===== src/rtl/sclt_pkg.sv =====
// Package for the shell command-line tokenizer.
// Holds the item types, lexer mode codes, token kinds and character codes.
// No dependencies.
package sclt_pkg;

   // Input item: one byte or a line-end mark
   typedef struct packed {
      logic       kind;
      logic [7:0] in_byte;
   } req_type;

   // Result item: a token byte or a token-close event
   typedef struct packed {
      logic       event_res;
      logic [7:0] out_byte;
      logic [2:0] token_kind;
      logic [7:0] token_number;
      logic       token_first;
      logic       end_of_run;
   } rsp_type;

   // Input kinds
   localparam logic KIND_BYTE = 1'b0;
   localparam logic KIND_EOL  = 1'b1;

   // Result events
   localparam logic EV_BYTE  = 1'b0;
   localparam logic EV_CLOSE = 1'b1;

   // Lexer modes
   localparam logic [2:0] M_IDLE = 3'd0;
   localparam logic [2:0] M_WORD = 3'd1;
   localparam logic [2:0] M_SQ   = 3'd2;
   localparam logic [2:0] M_DQ   = 3'd3;
   localparam logic [2:0] M_GT   = 3'd4;
   localparam logic [2:0] M_LT   = 3'd5;

   // Token kinds
   localparam logic [2:0] K_WORD    = 3'd0;
   localparam logic [2:0] K_PIPE    = 3'd1;
   localparam logic [2:0] K_OUT     = 3'd2;
   localparam logic [2:0] K_APPEND  = 3'd3;
   localparam logic [2:0] K_IN      = 3'd4;
   localparam logic [2:0] K_HEREDOC = 3'd5;

   // Characters
   localparam logic [7:0] CH_SPACE = 8'h20;
   localparam logic [7:0] CH_TAB   = 8'h09;
   localparam logic [7:0] CH_PIPE  = 8'h7C;
   localparam logic [7:0] CH_GT    = 8'h3E;
   localparam logic [7:0] CH_LT    = 8'h3C;
   localparam logic [7:0] CH_SQ    = 8'h27;
   localparam logic [7:0] CH_DQ    = 8'h22;

   // Token numbering saturates at the smaller of MAX_TOKENS-1 and 255
   localparam int         MAX_TOKENS = 256;
   localparam int         CAP_INT    = (MAX_TOKENS - 1 > 255) ? 255 : MAX_TOKENS - 1;
   localparam logic [7:0] NUM_CAP    = CAP_INT[7:0];

endpackage


===== src/rtl/shell_command_line_tokenizer_top.sv =====
// Shell command-line tokenizer, top level.
// Uses sclt_pkg for item types, mode codes and character constants.
//
//  port group  | dir | payload  | meaning
//  req_*       | in  | req_type | one line byte or line-end mark
//  rsp_*       | out | rsp_type | token byte or token close, 0..3 per input item
//
// An input item is classified from the input register; it then yields 0 to 3
// result items, one per cycle while rsp_stall is low, through a three-entry
// result queue. The next item waits in a one-deep input register and is
// classified in the cycle the queue's last result leaves.
// Reset is synchronous: it empties the input register and queue and returns
// the lexer to idle with token numbering at zero. rsp_stall holds the queue head.
module shell_command_line_tokenizer_top
   import sclt_pkg::*;
(
   input  logic    clock,
   input  logic    reset,
   input  logic    req_valid,
   output logic    req_stall,
   input  req_type req_data,
   output logic    rsp_valid,
   input  logic    rsp_stall,
   output rsp_type rsp_data
);

   // Input register
   logic       in_vld_ff, in_vld_in;
   req_type    in_ff;
   // Lexer state
   logic [2:0] mode_ff, mode_in;
   logic [7:0] tc_ff, tc_in;
   logic [7:0] cur_ff, cur_in;
   // Result queue
   rsp_type    slot_ff [0:2];
   rsp_type    slot_in [0:2];
   logic [1:0] cnt_ff, cnt_in;

   logic req_acc, rsp_pop, proc;

   assign rsp_valid = (cnt_ff != 2'd0);
   assign rsp_data  = slot_ff[0];
   assign rsp_pop   = rsp_valid && !rsp_stall;
   // Classify when the queue will be empty after this cycle
   assign proc      = in_vld_ff && ((cnt_ff == 2'd0) || ((cnt_ff == 2'd1) && !rsp_stall));
   assign req_stall = in_vld_ff && !proc;
   assign req_acc   = req_valid && !req_stall;

   // Lexer decode
   logic [7:0] c;
   logic       is_blank, is_sep;
   logic       pre, cont, start, post;
   logic [2:0] pre_kind, post_kind;
   logic       v1;
   rsp_type    e0, e1, e2;
   logic [1:0] nres;

   always_comb begin
      c         = in_ff.in_byte;
      is_blank  = (c == CH_SPACE) || (c == CH_TAB);
      is_sep    = is_blank || (c == CH_PIPE) || (c == CH_GT) || (c == CH_LT);
      pre       = 1'b0;
      cont      = 1'b0;
      start     = 1'b0;
      post      = 1'b0;
      pre_kind  = K_WORD;
      post_kind = K_WORD;
      mode_in   = mode_ff;
      tc_in     = tc_ff;
      cur_in    = cur_ff;

      if (in_ff.kind == KIND_EOL) begin
         case (mode_ff)
            M_WORD, M_SQ, M_DQ: begin
               pre      = 1'b1;
               pre_kind = K_WORD;
            end
            M_GT: begin
               pre      = 1'b1;
               pre_kind = K_OUT;
            end
            M_LT: begin
               pre      = 1'b1;
               pre_kind = K_IN;
            end
            default: ;
         endcase
         mode_in = M_IDLE;
         tc_in   = 8'd0;
         cur_in  = 8'd0;
      end else begin
         case (mode_ff)
            M_WORD: begin
               if (is_sep) begin
                  pre      = 1'b1;
                  pre_kind = K_WORD;
                  start    = 1'b1;
               end else begin
                  cont = 1'b1;
                  if (c == CH_SQ) mode_in = M_SQ;
                  else if (c == CH_DQ) mode_in = M_DQ;
               end
            end
            M_SQ: begin
               cont = 1'b1;
               if (c == CH_SQ) mode_in = M_WORD;
            end
            M_DQ: begin
               cont = 1'b1;
               if (c == CH_DQ) mode_in = M_WORD;
            end
            M_GT: begin
               if (c == CH_GT) begin
                  cont      = 1'b1;
                  post      = 1'b1;
                  post_kind = K_APPEND;
                  mode_in   = M_IDLE;
               end else begin
                  pre      = 1'b1;
                  pre_kind = K_OUT;
                  start    = 1'b1;
               end
            end
            M_LT: begin
               if (c == CH_LT) begin
                  cont      = 1'b1;
                  post      = 1'b1;
                  post_kind = K_HEREDOC;
                  mode_in   = M_IDLE;
               end else begin
                  pre      = 1'b1;
                  pre_kind = K_IN;
                  start    = 1'b1;
               end
            end
            default: start = 1'b1;   // idle and unused modes
         endcase

         // Open a new token on a non-blank byte, from idle or after a close
         if (start) begin
            mode_in = M_IDLE;
            if (!is_blank) begin
               cur_in = tc_ff;
               if (tc_ff < NUM_CAP) tc_in = tc_ff + 8'd1;
               if (c == CH_PIPE) begin
                  post      = 1'b1;
                  post_kind = K_PIPE;
               end else if (c == CH_GT) mode_in = M_GT;
               else if (c == CH_LT) mode_in = M_LT;
               else if (c == CH_SQ) mode_in = M_SQ;
               else if (c == CH_DQ) mode_in = M_DQ;
               else mode_in = M_WORD;
            end
         end
      end

      v1 = cont || (start && !is_blank);

      // Candidate results: close of old token, byte, close of current token
      e0 = '{event_res: EV_CLOSE, out_byte: 8'd0, token_kind: pre_kind,
             token_number: cur_ff, token_first: 1'b0, end_of_run: 1'b0};
      e1 = '{event_res: EV_BYTE, out_byte: c, token_kind: K_WORD,
             token_number: cur_in, token_first: start, end_of_run: 1'b0};
      e2 = '{event_res: EV_CLOSE, out_byte: 8'd0, token_kind: post_kind,
             token_number: cur_in, token_first: 1'b0, end_of_run: 1'b0};
      nres = {1'b0, pre} + {1'b0, v1} + {1'b0, post};
   end

   // Queue next state: load compacted results, or shift on a pop
   always_comb begin
      slot_in[0] = slot_ff[0];
      slot_in[1] = slot_ff[1];
      slot_in[2] = slot_ff[2];
      cnt_in     = cnt_ff;
      if (proc) begin
         slot_in[0] = pre ? e0 : (v1 ? e1 : e2);
         slot_in[1] = pre ? (v1 ? e1 : e2) : e2;
         slot_in[2] = e2;
         case (nres)
            2'd1:    slot_in[0].end_of_run = 1'b1;
            2'd2:    slot_in[1].end_of_run = 1'b1;
            2'd3:    slot_in[2].end_of_run = 1'b1;
            default: ;
         endcase
         cnt_in = nres;
      end else if (rsp_pop) begin
         slot_in[0] = slot_ff[1];
         slot_in[1] = slot_ff[2];
         cnt_in     = cnt_ff - 2'd1;
      end
   end

   // Input register next state
   always_comb begin
      in_vld_in = in_vld_ff;
      if (req_acc) in_vld_in = 1'b1;
      else if (proc) in_vld_in = 1'b0;
   end

   // Control registers
   always_ff @(posedge clock) begin
      if (reset) begin
         in_vld_ff <= 1'b0;
         cnt_ff    <= 2'd0;
         mode_ff   <= M_IDLE;
         tc_ff     <= 8'd0;
         cur_ff    <= 8'd0;
      end else begin
         in_vld_ff <= in_vld_in;
         cnt_ff    <= cnt_in;
         if (proc) begin
            mode_ff <= mode_in;
            tc_ff   <= tc_in;
            cur_ff  <= cur_in;
         end
      end
   end

   // Payload registers
   always_ff @(posedge clock) begin
      if (req_acc) in_ff <= req_data;
      slot_ff[0] <= slot_in[0];
      slot_ff[1] <= slot_in[1];
      slot_ff[2] <= slot_in[2];
   end

   // Checks
   a_rsp_hold: assert property (@(posedge clock) disable iff (reset)
      (rsp_valid && rsp_stall) |=> (rsp_valid && $stable(rsp_data)))
      else $error("stalled result item dropped or changed");

   a_last_eor: assert property (@(posedge clock) disable iff (reset)
      (cnt_ff == 2'd1) |-> slot_ff[0].end_of_run)
      else $error("single queued result lacks end-of-run mark");

   a_tc_cap: assert property (@(posedge clock) disable iff (reset)
      tc_ff <= NUM_CAP)
      else $error("token count beyond saturation limit");

   a_eol_clear: assert property (@(posedge clock) disable iff (reset)
      (proc && in_ff.kind == KIND_EOL) |=> (tc_ff == 8'd0 && mode_ff == M_IDLE))
      else $error("line end did not restart the lexer");

   a_no_mid_eor: assert property (@(posedge clock) disable iff (reset)
      (cnt_ff >= 2'd2) |-> !slot_ff[0].end_of_run)
      else $error("end-of-run mark before the last result");

endmodule

===== config.mk =====
export PLATFORM = sky130hd
export DESIGN_NAME = shell_command_line_tokenizer_top
export DESIGN_NICKNAME = d
export VERILOG_FILES = /design/src/rtl/sclt_pkg.sv /design/src/rtl/shell_command_line_tokenizer_top.sv
export SDC_FILE = /design/constraint.sdc
export NUM_CORES = 1
export LEC_CHECK = 0
export BUFFER_PORTS_ARGS = -buffer_cell sky130_fd_sc_hd__buf_2
export CAP_MARGIN = 20
export CELL_PAD_IN_SITES_DETAIL_PLACEMENT = 0
export CELL_PAD_IN_SITES_GLOBAL_PLACEMENT = 2
export CORE_UTILIZATION = 36
export CTS_CLUSTER_SIZE = 14
export DETAILED_ROUTE_END_ITERATION = 8
export GPL_TIMING_DRIVEN = 0
export PLACE_DENSITY_LB_ADDON = 0.1
export SYNTH_ARGS = -nofsm -noshare
export SYNTH_HDL_FRONTEND = slang
export SYNTH_SLANG_ARGS = --single-unit
export TNS_END_PERCENT = 100

===== constraint.sdc =====
create_clock -name clock -period 3.75 [get_ports clock]
set_input_delay 0.375 -clock clock [delete_from_list [all_inputs] [get_ports clock]]
set_output_delay 0.375 -clock clock [all_outputs]
set_load 0.02 [all_outputs]

# ---- Word level (Yosys, flattened, before mapping)
# Memory sizes are Yosys's and may differ from the RTL's.
# Index checks and enable logic that the tools add are counted.
dict set report op_classes {
  mul 0
  mux 67
  shift 0
  bitwise_logic 0
  n_addsub 4
  n_lt_le_gt_ge 1
  n_reduce_logical 27
  div 0
  n_eq_ne 23
}
# cell count
set op_table {}
lappend op_table {{$mux 22} 4}
lappend op_table {{$mux 44} 2}
lappend op_table {{$mux 3} 20}
lappend op_table {{$mux 8} 7}
lappend op_table {{$eq 8x6->1 const B} 5}
lappend op_table {{$mux 1} 20}
lappend op_table {{$ne 4x4->1 const B} 5}
lappend op_table {{$pmux 3 s2} 3}
lappend op_table {{$pmux 3 s5} 1}
lappend op_table {{$mux 2} 6}
lappend op_table {{$reduce_bool 2->1} 5}
lappend op_table {{$add 8x1->8 const B} 1}
lappend op_table {{$eq 8x4->1 const B} 1}
lappend op_table {{$eq 8x7->1 const B} 1}
lappend op_table {{$lt 8x8->1 const B} 1}
lappend op_table {{$pmux 1 s4} 2}
lappend op_table {{$reduce_and 8->1} 1}
lappend op_table {{$reduce_bool 7->1} 1}
lappend op_table {{$eq 3x2->1 const B} 2}
lappend op_table {{$eq 3x3->1 const B} 2}
lappend op_table {{$logic_and 1x1->1} 6}
lappend op_table {{$logic_or 1x1->1} 6}
lappend op_table {{$ne 5x5->1 const B} 1}
lappend op_table {{$reduce_or 5->1} 1}
lappend op_table {{other kinds (13)} 18}
dict set report word_totals {
  output_inout_bits 24
  rom_bits 0
  ff_bits 31
  mem_count 1
  elab_cells 130
  input_bits 13
  latch_bits 0
  ramBits 66
}
# memory depth word_bits read_ports rd_clocked_by_memory_dff write_ports line_no
set mem_list {}
lappend mem_list {slot_ff 3 22 3 0 3 shell_command_line_tokenizer_top.sv:35} ;# rsp_type slot_ff [0:2];

# ---- Logic depth before layout (Yosys ltp)
dict set report logic_depth {
  ltp_word 16
  mapped_depth 15
  mapped_depth_nobuf 13
}

# ---- Worst setup path before layout
# No wires, ideal clock.
dict set report synth_timing {
  path_type {register to register}
  startpoint {register cnt_ff[0]}
  endpoint {register cnt_ff[0]}
  path_buffers 0
  path_stages_with_launch 8
  period_less_slack_ns 3.931
  t_arrival_ns 3.798
  setup_slack_ns -0.181
  setup_ns 0.132
  required_time_ns 3.618
  cell_sequence {dfxtp_1 inv_1 ha_1 inv_1 mux2i_1 o21ai_0 nand2_1 a21oi_1}
}
dict set report synth_between {
  elab_cells_between_ends 11
  classes_between {add/sub (1); eq/ne (1); mux (2); reduce/logical (7)}
}
# item line_no
set synth_lines {}
lappend synth_lines {{start, declared} shell_command_line_tokenizer_top.sv:37} ;# logic [1:0] cnt_ff, cnt_in;
lappend synth_lines {{start signal, assigned} shell_command_line_tokenizer_top.sv:210} ;# cnt_ff <= cnt_in;
lappend synth_lines {{$reduce_bool 2->1} shell_command_line_tokenizer_top.sv:41} ;# assign rsp_valid = (cnt_ff != 2'd0);
lappend synth_lines {{named net rsp_valid} shell_command_line_tokenizer_top.sv:22} ;# output logic rsp_valid,
lappend synth_lines {{$logic_and 1x1->1} shell_command_line_tokenizer_top.sv:43} ;# assign rsp_pop = rsp_valid && !rsp_stall;
lappend synth_lines {{$reduce_bool 2->1 (no source line)} --}
# The timed path passes the listed nets, and every way through them passes these cells. The select of a mux whose other input is x is not followed.
# A chain may end at the register's enable or synchronous reset.

==> results.sh <==
export IMPL_placementRows=39
export IMPL_worst_setup_path_end_kind="flop"
export IMPL_maxSlewHeadroom=0.449
export IMPL_cts_tree="yes"
export IMPL_p_per_area_nw_per_um2=539
export IMPL_ys_flop_type="edfxtp_1"
export IMPL_fin_nets=467
export IMPL_grt_max_degree=29
export IMPL_n_antenna_cell=0
export IMPL_drt_wirelength_per_cell_um=17.1
export IMPL_synth_fp_nets=418
export IMPL_setup_tns_ps=0
export IMPL_postCtsSetupBuffers=0
export IMPL_netlist_area_um2=4360
export IMPL_fin_total_pwr_mw=2.70
export IMPL_synth_distinct_cells=62
export IMPL_avgSynthCellArea_um2=10.9
export IMPL_clockBufferDepth=2
export IMPL_dr_pass1_iters=6
export IMPL_ioPinCount=37
export IMPL_place_hpwl_mm=7.11
export IMPL_cp_max_fo=10
export IMPL_yosysSeqAreaShare=0.549
export IMPL_syn_to_final_growth_pct=15.2
export IMPL_critPathLaunchType="flop"
export IMPL_timing_worst_setup_path_type="reg2reg"
export IMPL_tightest_slew_ps=810
export IMPL_initial_core_util=0.375
export IMPL_hp_class="in2reg"
export IMPL_crit_required_ps=3910
export IMPL_cts_sinks=87
export IMPL_synth_seq_cells=87
export IMPL_gp_congestion=0.787
export IMPL_grt_pass1_vias=2980
export IMPL_hold_viol=0
export IMPL_synthCells=399
export IMPL_drive_gt1_frac=0.203
export IMPL_drt_initial_drc_count=165
export IMPL_hold_depth=1
export IMPL_layout_min_cycle_time_ps=3440
export IMPL_numCtsBuffers=9
export IMPL_p_leak_nw=1.84
export IMPL_arrival_ps=3590
export IMPL_final_core_util=0.432
export IMPL_yosysWarnings=0
export IMPL_violations="design-rule violations"
export IMPL_grtUsageTotal=0.176
export IMPL_synth_edf_count=65
export IMPL_rsz0062_at_grt="false"
export IMPL_antenna_found_initial=0
export IMPL_maxSlewViolCount=0
export IMPL_port_buffers=36
export IMPL_cts_resized=0
export IMPL_cts_root_buf="clkbuf_16"
export IMPL_vdd_drop_max_uv=187
export IMPL_wirelength_mm=10.2
export IMPL_routed_via_density=5.20
export IMPL_maxCapViolCount=0
export IMPL_status="finished, violations left"
export IMPL_hold_buffers=0
export IMPL_core_region_area_um2=11600
export IMPL_post_route_period_util=0.916
export IMPL_die_area_um2=12600
export IMPL_setup_viol=0
export IMPL_clock_fmax_mhz=291
export IMPL_async_reset_ff_frac=0
export IMPL_path_clk_slew_ps=60
export IMPL_r2r_cells=11
export IMPL_grt_overflow_total=0
export IMPL_h_tree_depth=3
export IMPL_finClkSkew_ps=4.60
export IMPL_fp_dieW_um=112
export IMPL_insertion_delay_ps=340
export IMPL_grt_pass1_wl_mm=16.6
export IMPL_routed_via_count=3097
export IMPL_fillers=1154
export IMPL_drc_errors=4
export IMPL_antenna_left=0
export IMPL_die_h_um=112
==> metal layers <==
metal | GRT usage | wire length, µm | up-vias | part of all wire
met4 | 0.0720 | 187 | 0 | 0.018
li1 | - | - | 1536 | -
met1 | 0.261 | 5420 | 1491 | 0.53
met5 | 0 | 0 | - | 0
met3 | 0.0292 | 297 | 11 | 0.029
met2 | 0.254 | 4250 | 59 | 0.42
==> stage by stage <==
step	cells	instance area (µm²)	hold WS, ps	setup WS (ps)
floorplan	399	4360	449	669
global placement	578	4720	470	65.6
detailed placement	580	4770	481	309
CTS	596	5020	192	297
global route	596	5020	195	70.3
finish	596	5020	209	315
==> kinds of logic after synthesis <==
family                     Yosys count  synth area share
buffers and inverters               63            0.0783
adders and majority gates            6            0.0189
and+or+nand+nor                    135             0.167
DFF                                 87             0.549
AOI/OAI and AO/OA                   94             0.156
xor gates and xnor gates             3           0.00603
muxes                               11            0.0258
==> sequential cells by signal (all words and copies together) (netlist names) <==
register / flops
c: 8
cnt_ff: 2
cur_ff: 8
in_ff: 1
in_vld_ff: 1
mode_ff: 3
slot_ff: 56
tc_ff: 8
==> placed cells by master (no fill, tap or decap), types with 16 or more instances in the layout <==
cell type / Yosys / final
nand2_1: 39 / 39
nor2_1: 29 / 29
o21ai_0: 23 / 23
a21oi_1: 21 / 21
buf_2: 6 / 42
and2_1: 18 / 18
inv_1: 16 / 16
buf_4: 22 / 22
edfxtp_1: 65 / 65
clkbuf_1: 17 / 22
dfxtp_1: 22 / 22
==> power by group <==
group          total, mW  internal, mW  switching (mW)  leakage, nW
clock network      0.804         0.448           0.355        0.119
registers           1.25          1.21          0.0412        0.803
logic              0.646         0.258           0.389        0.917
==> synthesized netlist by cell type (3+ instances only) <==
master / count / area share
a211oi_1: 3 / 0.0052
a21oi_1: 21 / 0.024
a221o_1: 8 / 0.018
a22o_1: 9 / 0.018
and2_1: 18 / 0.026
buf_2: 6 / 0.0069
buf_4: 22 / 0.038
clkbuf_1: 17 / 0.015
dfxtp_1: 22 / 0.10
edfxtp_1: 65 / 0.45
ha_1: 5 / 0.014
inv_1: 16 / 0.014
mux2i_1: 9 / 0.021
nand2_1: 39 / 0.034
nand3_1: 5 / 0.0057
nand4b_1: 3 / 0.0060
nor2_1: 29 / 0.025
nor2b_1: 4 / 0.0057
nor3_1: 6 / 0.0069
nor3b_1: 3 / 0.0052
o211ai_1: 3 / 0.0052
o21a_1: 3 / 0.0052
o21ai_0: 23 / 0.026
o31ai_1: 5 / 0.0086
or3_1: 3 / 0.0043
or3b_1: 3 / 0.0060
or4_1: 3 / 0.0052
==> worst max-delay path: stages, from the launching register on <==
cell and delay (ps):
edfxtp_1 350, buf_2 190, nand4b_1 310, or4b_4 620
o211ai_2 120, and2_1 180, buf_6 160, a41oi_1 190
or2_1 280, fa_1 520, inv_1 80, o31ai_1 260
==> worst paths after layout <==
check	from	endpoint	slack, ps
setup / recovery	c[0]	slot_ff[0][22]	310
hold / removal	req_data[6]	c[6]	210
setup reg to reg	c[0]	slot_ff[0][22]	310
hold reg to reg	cur_ff[4]	cur_ff[4]	490
==> cell type report <==
type                            count  area (µm²)  share of cell area
Inverter                           16        60.1              0.0120
Multi-Input combinational cell    249        1640               0.326
Clock inverter                      2        11.3             0.00224
Clock buffer                       14         244              0.0486
Buffer                             47         282              0.0561
Sequential cell                    87        2390               0.476
Tap cell                          143         179              0.0356
Timing Repair Buffer               38         215              0.0428
Note: power is estimated with default switching activity, not from simulation.
